===== config.mk =====
export PLATFORM = sky130hd
export DESIGN_NAME = orbit_angle_to_cartesian_flat
export DESIGN_NICKNAME = d
export VERILOG_FILES = /design/src/hw/rtl/oac_pkg.sv /design/src/hw/rtl/oac_if.sv /design/src/hw/rtl/oac_ctrl.sv /design/src/hw/rtl/oac_dp.sv /design/src/hw/rtl/orbit_angle_to_cartesian.sv /design/src/flat_wrapper.sv
export SDC_FILE = /design/constraint.sdc
export NUM_CORES = 2
export LEC_CHECK = 0
export ABC_AREA = 1
export BUFFER_PORTS_ARGS = -buffer_cell sky130_fd_sc_hd__buf_2
export CELL_PAD_IN_SITES_DETAIL_PLACEMENT = 0
export CELL_PAD_IN_SITES_GLOBAL_PLACEMENT = 1
export CORE_AREA = 4 4 400 402
export CTS_CLUSTER_SIZE = 24
export DETAILED_ROUTE_END_ITERATION = 8
export DIE_AREA = 0 0 404 406
export PLACE_DENSITY = 0.92
export SETUP_SLACK_MARGIN = 0.5
export SYNTH_ARGS = -nofsm -noshare
export SYNTH_HDL_FRONTEND = slang
export SYNTH_HIERARCHICAL = 1
export SYNTH_SLANG_ARGS = --single-unit

===== constraint.sdc =====
create_clock -name clk -period 11.6 [get_ports clk]
set_input_delay 1.16 -clock clk [delete_from_list [all_inputs] [get_ports clk]]
set_output_delay 1.16 -clock clk [all_outputs]
set_load 0.005 [all_outputs]

===== src/hw/rtl/oac_pkg.sv =====
package oac_pkg;

    // Field and register widths
    localparam int ANG_W      = 16;
    localparam int RAD_W      = 16;
    localparam int POS_W      = 17;
    localparam int TRIG_W     = 16;
    localparam int CFG_IDX_W  = 2;
    localparam int CFG_DATA_W = 16;

    // CORDIC sizing
    localparam int CORDIC_STEPS = 16;
    localparam int ATAN_ENTRIES = 24;
    localparam int CORDIC_N     = (CORDIC_STEPS > ATAN_ENTRIES) ? ATAN_ENTRIES : CORDIC_STEPS;
    localparam int IDX_W        = $clog2(CORDIC_N);
    localparam int ATAN_IDX_W   = 5;
    localparam int CW           = 34;    // Q2.30 plus guard bits
    localparam int PROD_W       = 34;    // product width for the Q8.8 x Q1.15 multiplies

    localparam logic [IDX_W-1:0]     LAST_IDX    = IDX_W'(CORDIC_N - 1);
    localparam logic signed [CW-1:0] CORDIC_GAIN = 34'sd652032874;
    localparam logic signed [CW-1:0] HALF_Q15    = 34'sd16384;
    localparam logic signed [CW-1:0] SAT_HI      = 34'sd32767;
    localparam logic signed [CW-1:0] SAT_LO      = -34'sd32767;
    localparam logic signed [PROD_W-1:0] HALF_P  = 34'sd16384;

    // Reset values of the configuration registers
    localparam logic [RAD_W-1:0]        RADIUS_RST = 16'd256;
    localparam logic signed [ANG_W-1:0] EL_MAX_RST = 16'sd7282;
    localparam logic signed [ANG_W-1:0] EL_MIN_RST = -16'sd7282;

    // Quarter turn, used to fold angles into [-90, +90] degrees
    localparam logic signed [ANG_W:0] QUARTER = 17'sd16384;
    localparam logic signed [ANG_W:0] HALF    = 17'sd32768;

    typedef enum logic [CFG_IDX_W-1:0] {
        REG_RADIUS = 2'd0,
        REG_EL_MAX = 2'd1,
        REG_EL_MIN = 2'd2
    } cfg_reg_t;

    typedef enum logic [2:0] {
        ST_IDLE,
        ST_INIT,
        ST_ITER,
        ST_ROUND,
        ST_MUL_T,
        ST_MUL_XZ,
        ST_OUT
    } state_t;

    typedef struct packed {
        logic             load;      // take request, update angles
        logic             init;      // fold angles, seed CORDIC lanes
        logic             step;      // one CORDIC micro-rotation
        logic [IDX_W-1:0] step_idx;
        logic             round;     // round and saturate sin/cos
        logic             mul_t;     // t = r*cos(el), y = r*sin(el)
        logic             mul_xz;    // x = t*cos(az), z = t*sin(az)
        logic             out_load;  // copy results to output register
    } cmd_t;

    // atan(2^-i) in units of 2^32 per turn
    function automatic logic signed [CW-1:0] atan_lut(input logic [ATAN_IDX_W-1:0] i);
        logic signed [CW-1:0] v;
        case (i)
            5'd0:    v = 34'sh020000000;
            5'd1:    v = 34'sh012E4051E;
            5'd2:    v = 34'sh009FB385B;
            5'd3:    v = 34'sh0051111D4;
            5'd4:    v = 34'sh0028B0D43;
            5'd5:    v = 34'sh00145D7E1;
            5'd6:    v = 34'sh000A2F61E;
            5'd7:    v = 34'sh000517C55;
            5'd8:    v = 34'sh00028BE53;
            5'd9:    v = 34'sh000145F2F;
            5'd10:   v = 34'sh0000A2F98;
            5'd11:   v = 34'sh0000517CC;
            5'd12:   v = 34'sh000028BE6;
            5'd13:   v = 34'sh0000145F3;
            5'd14:   v = 34'sh000000A2F9;
            5'd15:   v = 34'sh00000517C;
            5'd16:   v = 34'sh0000028BE;
            5'd17:   v = 34'sh00000145F;
            5'd18:   v = 34'sh000000A2F;
            5'd19:   v = 34'sh000000517;
            5'd20:   v = 34'sh00000028B;
            5'd21:   v = 34'sh000000145;
            5'd22:   v = 34'sh0000000A2;
            5'd23:   v = 34'sh000000051;
            default: v = '0;
        endcase
        return v;
    endfunction

endpackage


===== src/hw/rtl/oac_if.sv =====
interface oac_req_if;
    import oac_pkg::*;

    logic                      valid;
    logic                      ready;
    logic signed [ANG_W-1:0]   delta_azimuth;
    logic signed [ANG_W-1:0]   delta_elevation;

    modport source (output valid, output delta_azimuth, output delta_elevation, input ready);
    modport sink   (input valid, input delta_azimuth, input delta_elevation, output ready);
endinterface

interface oac_res_if;
    import oac_pkg::*;

    logic                      valid;
    logic                      ready;
    logic signed [POS_W-1:0]   pos_x;
    logic signed [POS_W-1:0]   pos_y;
    logic signed [POS_W-1:0]   pos_z;
    logic [ANG_W-1:0]          azimuth_now;
    logic signed [ANG_W-1:0]   elevation_now;

    modport source (output valid, output pos_x, output pos_y, output pos_z,
                    output azimuth_now, output elevation_now, input ready);
    modport sink   (input valid, input pos_x, input pos_y, input pos_z,
                    input azimuth_now, input elevation_now, output ready);
endinterface


===== src/hw/rtl/oac_ctrl.sv =====
module oac_ctrl (
    input  logic          clk,
    input  logic          rst_n,
    input  logic          in_valid,
    output logic          in_ready,
    output logic          out_valid,
    input  logic          out_ready,
    output oac_pkg::cmd_t cmd
);
    import oac_pkg::*;

    state_t           state_reg, state_next;
    logic [IDX_W-1:0] idx_reg, idx_next;
    logic             out_valid_reg, out_valid_next;

    always_ff @(posedge clk or negedge rst_n)
    begin
        if (!rst_n)
        begin
            state_reg     <= ST_IDLE;
            idx_reg       <= '0;
            out_valid_reg <= 1'b0;
        end
        else
        begin
            state_reg     <= state_next;
            idx_reg       <= idx_next;
            out_valid_reg <= out_valid_next;
        end
    end

    always_comb
    begin
        state_next     = state_reg;
        idx_next       = idx_reg;
        cmd            = '0;
        cmd.step_idx   = idx_reg;
        out_valid_next = out_valid_reg;

        // result taken downstream
        if (out_valid_reg && out_ready)
        begin
            out_valid_next = 1'b0;
        end

        case (state_reg)
            ST_IDLE:
            begin
                if (in_valid)
                begin
                    cmd.load   = 1'b1;
                    state_next = ST_INIT;
                end
            end
            ST_INIT:
            begin
                cmd.init   = 1'b1;
                idx_next   = '0;
                state_next = ST_ITER;
            end
            ST_ITER:
            begin
                cmd.step = 1'b1;
                if (idx_reg == LAST_IDX)
                begin
                    state_next = ST_ROUND;
                end
                else
                begin
                    idx_next = idx_reg + 1'b1;
                end
            end
            ST_ROUND:
            begin
                cmd.round  = 1'b1;
                state_next = ST_MUL_T;
            end
            ST_MUL_T:
            begin
                cmd.mul_t  = 1'b1;
                state_next = ST_MUL_XZ;
            end
            ST_MUL_XZ:
            begin
                cmd.mul_xz = 1'b1;
                state_next = ST_OUT;
            end
            ST_OUT:
            begin
                // wait until the output register is free or being drained
                if (!out_valid_reg || out_ready)
                begin
                    cmd.out_load   = 1'b1;
                    out_valid_next = 1'b1;
                    state_next     = ST_IDLE;
                end
            end
            default:
            begin
                state_next = ST_IDLE;
            end
        endcase
    end

    assign in_ready  = (state_reg == ST_IDLE);
    assign out_valid = out_valid_reg;

endmodule


===== src/hw/rtl/oac_dp.sv =====
module oac_dp (
    input  logic                                   clk,
    input  logic                                   rst_n,
    input  oac_pkg::cmd_t                          cmd,
    input  logic                                   cfg_wr_en,
    input  logic [oac_pkg::CFG_IDX_W-1:0]          cfg_index,
    input  logic [oac_pkg::CFG_DATA_W-1:0]         cfg_wdata,
    input  logic signed [oac_pkg::ANG_W-1:0]       delta_azimuth,
    input  logic signed [oac_pkg::ANG_W-1:0]       delta_elevation,
    output logic signed [oac_pkg::POS_W-1:0]       pos_x,
    output logic signed [oac_pkg::POS_W-1:0]       pos_y,
    output logic signed [oac_pkg::POS_W-1:0]       pos_z,
    output logic [oac_pkg::ANG_W-1:0]              azimuth_now,
    output logic signed [oac_pkg::ANG_W-1:0]       elevation_now
);
    import oac_pkg::*;

    // configuration
    logic [RAD_W-1:0]        radius_reg;
    logic signed [ANG_W-1:0] el_max_reg;
    logic signed [ANG_W-1:0] el_min_reg;

    // angle state
    logic [ANG_W-1:0]        az_reg, az_next;
    logic signed [ANG_W-1:0] el_reg, el_next;

    // CORDIC lanes: a = azimuth, e = elevation
    logic signed [CW-1:0] ax_reg, ay_reg, az_z_reg;
    logic signed [CW-1:0] ex_reg, ey_reg, ez_reg;
    logic                 a_flip_reg, e_flip_reg;
    logic signed [CW-1:0] ax_next, ay_next, az_z_next;
    logic signed [CW-1:0] ex_next, ey_next, ez_next;

    logic signed [TRIG_W-1:0] sin_az_reg, cos_az_reg, sin_el_reg, cos_el_reg;
    logic signed [POS_W-1:0]  t_reg, y_reg, x_reg, z_reg;

    logic signed [POS_W-1:0]  pos_x_reg, pos_y_reg, pos_z_reg;
    logic [ANG_W-1:0]         az_out_reg;
    logic signed [ANG_W-1:0]  el_out_reg;

    logic signed [ANG_W:0]    el_sum;
    logic signed [CW:0]       a_seed, e_seed;
    logic signed [PROD_W-1:0] p_t, p_y, p_x, p_z;
    logic signed [CW-1:0]     atan_v;

    // fold into [-quarter, +quarter]; returns {flip, z seed}
    function automatic logic [CW:0] fold(input logic [ANG_W-1:0] ang);
        logic signed [ANG_W:0] a;
        logic                  flip;
        a    = (ANG_W+1)'(signed'(ang));
        flip = 1'b0;
        if (a > QUARTER)
        begin
            a    = a - HALF;
            flip = 1'b1;
        end
        else if (a < -QUARTER)
        begin
            a    = a + HALF;
            flip = 1'b1;
        end
        return {flip, {(CW-ANG_W-17){a[ANG_W]}}, a, 16'b0};
    endfunction

    function automatic logic signed [TRIG_W-1:0] round_sat(input logic signed [CW-1:0] v,
                                                            input logic flip);
        logic signed [CW-1:0]     s;
        logic signed [TRIG_W-1:0] r;
        s = (v + HALF_Q15) >>> 15;
        if (s > SAT_HI)
        begin
            s = SAT_HI;
        end
        else if (s < SAT_LO)
        begin
            s = SAT_LO;
        end
        r = s[TRIG_W-1:0];
        return flip ? -r : r;
    endfunction

    always_ff @(posedge clk or negedge rst_n)
    begin
        if (!rst_n)
        begin
            radius_reg <= RADIUS_RST;
            el_max_reg <= EL_MAX_RST;
            el_min_reg <= EL_MIN_RST;
            az_reg     <= '0;
            el_reg     <= '0;
        end
        else
        begin
            if (cfg_wr_en)
            begin
                case (cfg_index)
                    REG_RADIUS: radius_reg <= cfg_wdata[RAD_W-1:0];
                    REG_EL_MAX: el_max_reg <= cfg_wdata[ANG_W-1:0];
                    REG_EL_MIN: el_min_reg <= cfg_wdata[ANG_W-1:0];
                    default:    ;
                endcase
            end
            if (cmd.load)
            begin
                az_reg <= az_next;
                el_reg <= el_next;
            end
        end
    end

    // angle update with clamp; min is applied last so it wins
    always_comb
    begin
        az_next = az_reg + delta_azimuth;
        el_sum  = (ANG_W+1)'(el_reg) + (ANG_W+1)'(delta_elevation);
        if (el_sum > (ANG_W+1)'(el_max_reg))
        begin
            el_sum = (ANG_W+1)'(el_max_reg);
        end
        if (el_sum < (ANG_W+1)'(el_min_reg))
        begin
            el_sum = (ANG_W+1)'(el_min_reg);
        end
        el_next = el_sum[ANG_W-1:0];
    end

    // CORDIC micro-rotation on both lanes
    always_comb
    begin
        a_seed = fold(az_reg);
        e_seed = fold(el_reg);
        atan_v = atan_lut(ATAN_IDX_W'(cmd.step_idx));
        if (az_z_reg >= 0)
        begin
            ax_next   = ax_reg - (ay_reg >>> cmd.step_idx);
            ay_next   = ay_reg + (ax_reg >>> cmd.step_idx);
            az_z_next = az_z_reg - atan_v;
        end
        else
        begin
            ax_next   = ax_reg + (ay_reg >>> cmd.step_idx);
            ay_next   = ay_reg - (ax_reg >>> cmd.step_idx);
            az_z_next = az_z_reg + atan_v;
        end
        if (ez_reg >= 0)
        begin
            ex_next = ex_reg - (ey_reg >>> cmd.step_idx);
            ey_next = ey_reg + (ex_reg >>> cmd.step_idx);
            ez_next = ez_reg - atan_v;
        end
        else
        begin
            ex_next = ex_reg + (ey_reg >>> cmd.step_idx);
            ey_next = ey_reg - (ex_reg >>> cmd.step_idx);
            ez_next = ez_reg + atan_v;
        end
    end

    always_comb
    begin
        p_t = $signed({1'b0, radius_reg}) * cos_el_reg;
        p_y = $signed({1'b0, radius_reg}) * sin_el_reg;
        p_x = t_reg * cos_az_reg;
        p_z = t_reg * sin_az_reg;
    end

    always_ff @(posedge clk)
    begin
        if (cmd.init)
        begin
            ax_reg     <= CORDIC_GAIN;
            ay_reg     <= '0;
            az_z_reg   <= a_seed[CW-1:0];
            a_flip_reg <= a_seed[CW];
            ex_reg     <= CORDIC_GAIN;
            ey_reg     <= '0;
            ez_reg     <= e_seed[CW-1:0];
            e_flip_reg <= e_seed[CW];
        end
        else if (cmd.step)
        begin
            ax_reg   <= ax_next;
            ay_reg   <= ay_next;
            az_z_reg <= az_z_next;
            ex_reg   <= ex_next;
            ey_reg   <= ey_next;
            ez_reg   <= ez_next;
        end
        if (cmd.round)
        begin
            cos_az_reg <= round_sat(ax_reg, a_flip_reg);
            sin_az_reg <= round_sat(ay_reg, a_flip_reg);
            cos_el_reg <= round_sat(ex_reg, e_flip_reg);
            sin_el_reg <= round_sat(ey_reg, e_flip_reg);
        end
        if (cmd.mul_t)
        begin
            t_reg <= POS_W'((p_t + HALF_P) >>> 15);
            y_reg <= POS_W'((p_y + HALF_P) >>> 15);
        end
        if (cmd.mul_xz)
        begin
            x_reg <= POS_W'((p_x + HALF_P) >>> 15);
            z_reg <= POS_W'((p_z + HALF_P) >>> 15);
        end
        if (cmd.out_load)
        begin
            pos_x_reg  <= x_reg;
            pos_y_reg  <= y_reg;
            pos_z_reg  <= z_reg;
            az_out_reg <= az_reg;
            el_out_reg <= el_reg;
        end
    end

    assign pos_x         = pos_x_reg;
    assign pos_y         = pos_y_reg;
    assign pos_z         = pos_z_reg;
    assign azimuth_now   = az_out_reg;
    assign elevation_now = el_out_reg;

endmodule


===== src/hw/rtl/orbit_angle_to_cartesian.sv =====
// Channel   Dir  Payload                                              Handshake
// req       in   delta_azimuth, delta_elevation                       valid/ready
// res       out  pos_x, pos_y, pos_z, azimuth_now, elevation_now      valid/ready
// cfg       in   cfg_index, cfg_wdata                                 cfg_wr_en (no stall)
//
// One request at a time: a new request is accepted only in the idle state, which
// the sequencer reaches again once the result is loaded into the output register.
// The CORDIC has one lane per angle; both lanes do one micro-rotation per cycle.
// Reset clears the angles and loads the clamp/radius defaults; no clearing pass.
// The result sits in an output register, so a stalled res does not block the
// next request from being accepted and computed.
module orbit_angle_to_cartesian (
    input  logic                           clk,
    input  logic                           rst_n,
    oac_req_if.sink                        req,
    oac_res_if.source                      res,
    input  logic                           cfg_wr_en,
    input  logic [oac_pkg::CFG_IDX_W-1:0]  cfg_index,
    input  logic [oac_pkg::CFG_DATA_W-1:0] cfg_wdata
);
    import oac_pkg::*;

    cmd_t cmd;

    // sequencer: request accept, CORDIC iteration count, multiply steps,
    // and the output register valid bit
    oac_ctrl u_ctrl (
        .clk       (clk),
        .rst_n     (rst_n),
        .in_valid  (req.valid),
        .in_ready  (req.ready),
        .out_valid (res.valid),
        .out_ready (res.ready),
        .cmd       (cmd)
    );

    // angle accumulators, clamp, dual-lane CORDIC, radius multiplies
    oac_dp u_dp (
        .clk             (clk),
        .rst_n           (rst_n),
        .cmd             (cmd),
        .cfg_wr_en       (cfg_wr_en),
        .cfg_index       (cfg_index),
        .cfg_wdata       (cfg_wdata),
        .delta_azimuth   (req.delta_azimuth),
        .delta_elevation (req.delta_elevation),
        .pos_x           (res.pos_x),
        .pos_y           (res.pos_y),
        .pos_z           (res.pos_z),
        .azimuth_now     (res.azimuth_now),
        .elevation_now   (res.elevation_now)
    );

endmodule


===== src/flat_wrapper.sv =====
// flat-port wrapper written by rule: the top's interface ports become plain ports
module orbit_angle_to_cartesian_flat import oac_pkg::*;
  (clk, rst_n, cfg_wr_en, cfg_index, cfg_wdata, req_valid, req_delta_azimuth, req_delta_elevation, req_ready, res_valid, res_pos_x, res_pos_y, res_pos_z, res_azimuth_now, res_elevation_now, res_ready);
  oac_req_if req_i ();
  oac_res_if res_i ();
  input  logic clk;
  input  logic rst_n;
  input  logic cfg_wr_en;
  input  logic [oac_pkg::CFG_IDX_W-1:0] cfg_index;
  input  logic [oac_pkg::CFG_DATA_W-1:0] cfg_wdata;
  input wire logic [$bits(req_i.valid)-1:0] req_valid;
  input wire logic [$bits(req_i.delta_azimuth)-1:0] req_delta_azimuth;
  input wire logic [$bits(req_i.delta_elevation)-1:0] req_delta_elevation;
  output wire logic [$bits(req_i.ready)-1:0] req_ready;
  output wire logic [$bits(res_i.valid)-1:0] res_valid;
  output wire logic [$bits(res_i.pos_x)-1:0] res_pos_x;
  output wire logic [$bits(res_i.pos_y)-1:0] res_pos_y;
  output wire logic [$bits(res_i.pos_z)-1:0] res_pos_z;
  output wire logic [$bits(res_i.azimuth_now)-1:0] res_azimuth_now;
  output wire logic [$bits(res_i.elevation_now)-1:0] res_elevation_now;
  input wire logic [$bits(res_i.ready)-1:0] res_ready;
  assign req_i.valid = req_valid;
  assign req_i.delta_azimuth = req_delta_azimuth;
  assign req_i.delta_elevation = req_delta_elevation;
  assign req_ready = req_i.ready;
  assign res_valid = res_i.valid;
  assign res_pos_x = res_i.pos_x;
  assign res_pos_y = res_i.pos_y;
  assign res_pos_z = res_i.pos_z;
  assign res_azimuth_now = res_i.azimuth_now;
  assign res_elevation_now = res_i.elevation_now;
  assign res_i.ready = res_ready;
  orbit_angle_to_cartesian u_core (.clk(clk), .rst_n(rst_n), .req(req_i), .res(res_i), .cfg_wr_en(cfg_wr_en), .cfg_index(cfg_index), .cfg_wdata(cfg_wdata));
endmodule

==> summary.md <==
| Metric | Value |
|---|---|
| Outcome | `completed` |
| Most common cell after layout, fill and taps aside | `nand2_1` |
| Hold Vio Cnt, Final | `0` |
| Max Clk Rate | `127 MHz` |
| Crit path time final | `between 7 and 8 ns` |
| Share of the yosys chip area belonging to registers | `16.0%` |
| GRT Total Usage | `29.5%` |
| Type of the worst setup path | `input port to flip-flop` |
| Number of synthesized register bits | `509` |
| Slowest cell on the critical path | `nand3_1` |
| CTS HTree Levels | `3` |
| Final Setup Violations | `0` |
| Delay of the slowest critical-path stage | `0.67 ns` |
| Sink Count | `509` |
| Skew-Pair Late Insertion Delay | `around 0.68 ns` |
| Setup bufs post-CTS | `0` |
| Num rows | `145` |
| Most frequent cells in the layout | `nand2_1 (3,184), inv_1 (2,304), fa_1 (936), nand3_1 (792), ha_1 (658)` |
| Pre-antenna DRT Iters | `6` |
| NumNets Final | `13,100` |
| PortBufs | `139` |
| Max transition margin | `slightly above 20%` |
| Number of global-route vias before repair | `~73,000` |
| Max-cap violation count | `0` |
| Share of cells above drive strength 1 | `~4.1%` |
| CTS Buf Count | `69` |
| Synth Flop Type | `edfxtp_1` |
| Final ANT Viol Nets | `0` |
| Initial antenna violation count | `1` |
| Root buffer cell | `clkbuf_16` |
| Syn Nets | `13,200` |
| TritonCTS clock tree | `built` |
| Initial Util | `52.9%` |
| CP required | `~12 ns` |
| Final WL | `242,000 microns` |
| DR vias/cell | `5.46` |
| Bufs on Longest Clock Path | `3` |
| EDFF count, synth | `253` |
| CORE AREA | `0.156 sq mm` |
| Critical Path Sink Type | `flip-flop` |
| Fraction of the cycle the final worst path needs | `67.9%` |
| Chip height | `406 microns` |
| Synth area leader | `fa_1` |
| Drt first-iter violations | `6,384` |
| Setup TNS | `0 ns` |
| Least-Margin Pin Slew | `1.19 ns` |
| Post_cts resized | `0` |
| Drt wl/cell | `17.9 microns` |
| Total I/O pin count | `140` |
| Synth top area share | `~23%` |
| CP Max Fanout | `18` |
| Synth top area cells | `fa_1 (23%), nand2_1 (14%), inv_1 (10%)` |
| DP Wirelength | `between 150,000 and 200,000 microns` |
| First-pass GRT wire length | `392,000 microns` |
| Buffers & Inverters on Critical Path | `7` |
| GP Congestion | `0.945` |
| Area growth syn-to-layout | `5.08%` |
| Mapped Area | `0.0825 sq mm` |
| Chip Width | `between 400 and 500 microns` |
| RSZ-0062 raised after global routing | `no` |
| DRC | `0` |
| Clk slew on worst S/H paths | `0.06 ns` |
| Top Family by Delay on Critical Path | `simple AND/OR/NAND/NOR gates` |
| Ys Warns | `6` |
| Synth unique cells | `72` |
| Ys async rst share | `17.3%` |
| Via count | `73,900` |
| Worst Hold Class | `flip-flop to flip-flop` |
| Grt total ovfl | `0` |
| Hold Buf Count CTS | `0` |
| Largest net degree at the start of global routing | `85` |
| Crit path launch type | `input port` |
| Final clock skew | `between 0.05 and 0.06 ns` |
| Slew Limit Fails | `0` |
| Full die area | `0.164 sq mm` |
| Mean Syn Cell Area | `7.12 sq um` |
| Data arrival, critical path | `approximately 8.4 ns` |
| Mapped Cells | `11,600` |
==> cell usage after synthesis (20+ instances only) <==
master / count
a21o_1: 38
a21oi_1: 508
a31oi_1: 47
buf_1: 35
buf_2: 61
buf_4: 22
buf_6: 24
clkbuf_1: 315
dfrtp_1: 71
dfxtp_1: 168
edfxtp_1: 253
fa_1: 936
ha_1: 658
inv_1: 2305
nand2_1: 3184
nand2_2: 20
nand3_1: 792
nand4_1: 89
nor2_1: 579
nor2_2: 29
nor3_1: 79
nor4_1: 31
o211ai_1: 45
o21a_1: 34
o21ai_0: 551
o21ai_1: 51
o22ai_1: 48
or2_2: 24
xnor2_1: 123
xor2_1: 282
==> metrics by stage <==
stage / cells / hold slack (ns) / cell area [sq um] / setup WS, ns / util, %
after CTS: 13500 / 0.419 / 86700 / 3.87 / 55.6
final: 13500 / 0.417 / 86700 / 3.73 / 55.6
after detailed placement: 13400 / 0.405 / 84400 / 3.19 / 54.1
after global routing: 13500 / 0.421 / 86700 / 2.97 / 55.6
after floorplan: 11600 / 0.400 / 82500 / 5.19 / -
after global placement: 13400 / 0.403 / 84400 / 3.09 / 54.1
==> cell families after synthesis <==
logic type | Yosys count | synth area share (%)
AOI/OAI and AO/OA | 1434 | 9.63
adders and majority gates | 1594 | 32.7
xor gates and xnor gates | 405 | 4.30
and+or+nand+nor | 4874 | 24.3
muxes | 1 | 0.0121
DFF | 509 | 16.0
buffers and inverters | 2783 | 13.1
==> layout make-up <==
type,instances,area (sq um)
repair buffers,207,1220
flip-flops and latches,509,13200
clock buffers,90,1880
well taps,2058,2570
fillers,15100,69300
inverters,2325,8740
multi-input cells,8308,58600
diodes,1,2.50
clock inverters,35,509
==> per-layer routing <==
metal  track usage (%)  up-vias  wire length, microns
met5                 0        -                     0
met2              47.2     2408                109000
met1              42.6    35400                111000
met3              3.60      364                 15400
met4              7.73        0                  6870
li1                  -    35700                     -
==> path summary, 6_finish.rpt <==
| check | from | end | slack, ns | cells after the start |
|---|---|---|---|---|
| min in group asynchronous | rst_n | u_core/u_dp/radius_reg[2] | 0.51 | 1 |
| max reg2reg | u_core/u_dp/el_reg[0] | u_core/u_dp/el_reg[9] | 3.80 | 34 |
| min | u_core/u_dp/z_reg[13] | u_core/u_dp/pos_z[13] | 0.42 | 0 |
| min reg2reg | u_core/u_dp/z_reg[13] | u_core/u_dp/pos_z[13] | 0.42 | 0 |
| max in group asynchronous | rst_n | u_core/u_ctrl/idx_reg[2] | 9.96 | 2 |
| max | req_delta_elevation[0] | u_core/u_dp/el_reg[9] | 3.73 | 35 |
Power is not shown: default switching activity piles up to over one toggle a cycle in this logic, so the estimate is an artifact.
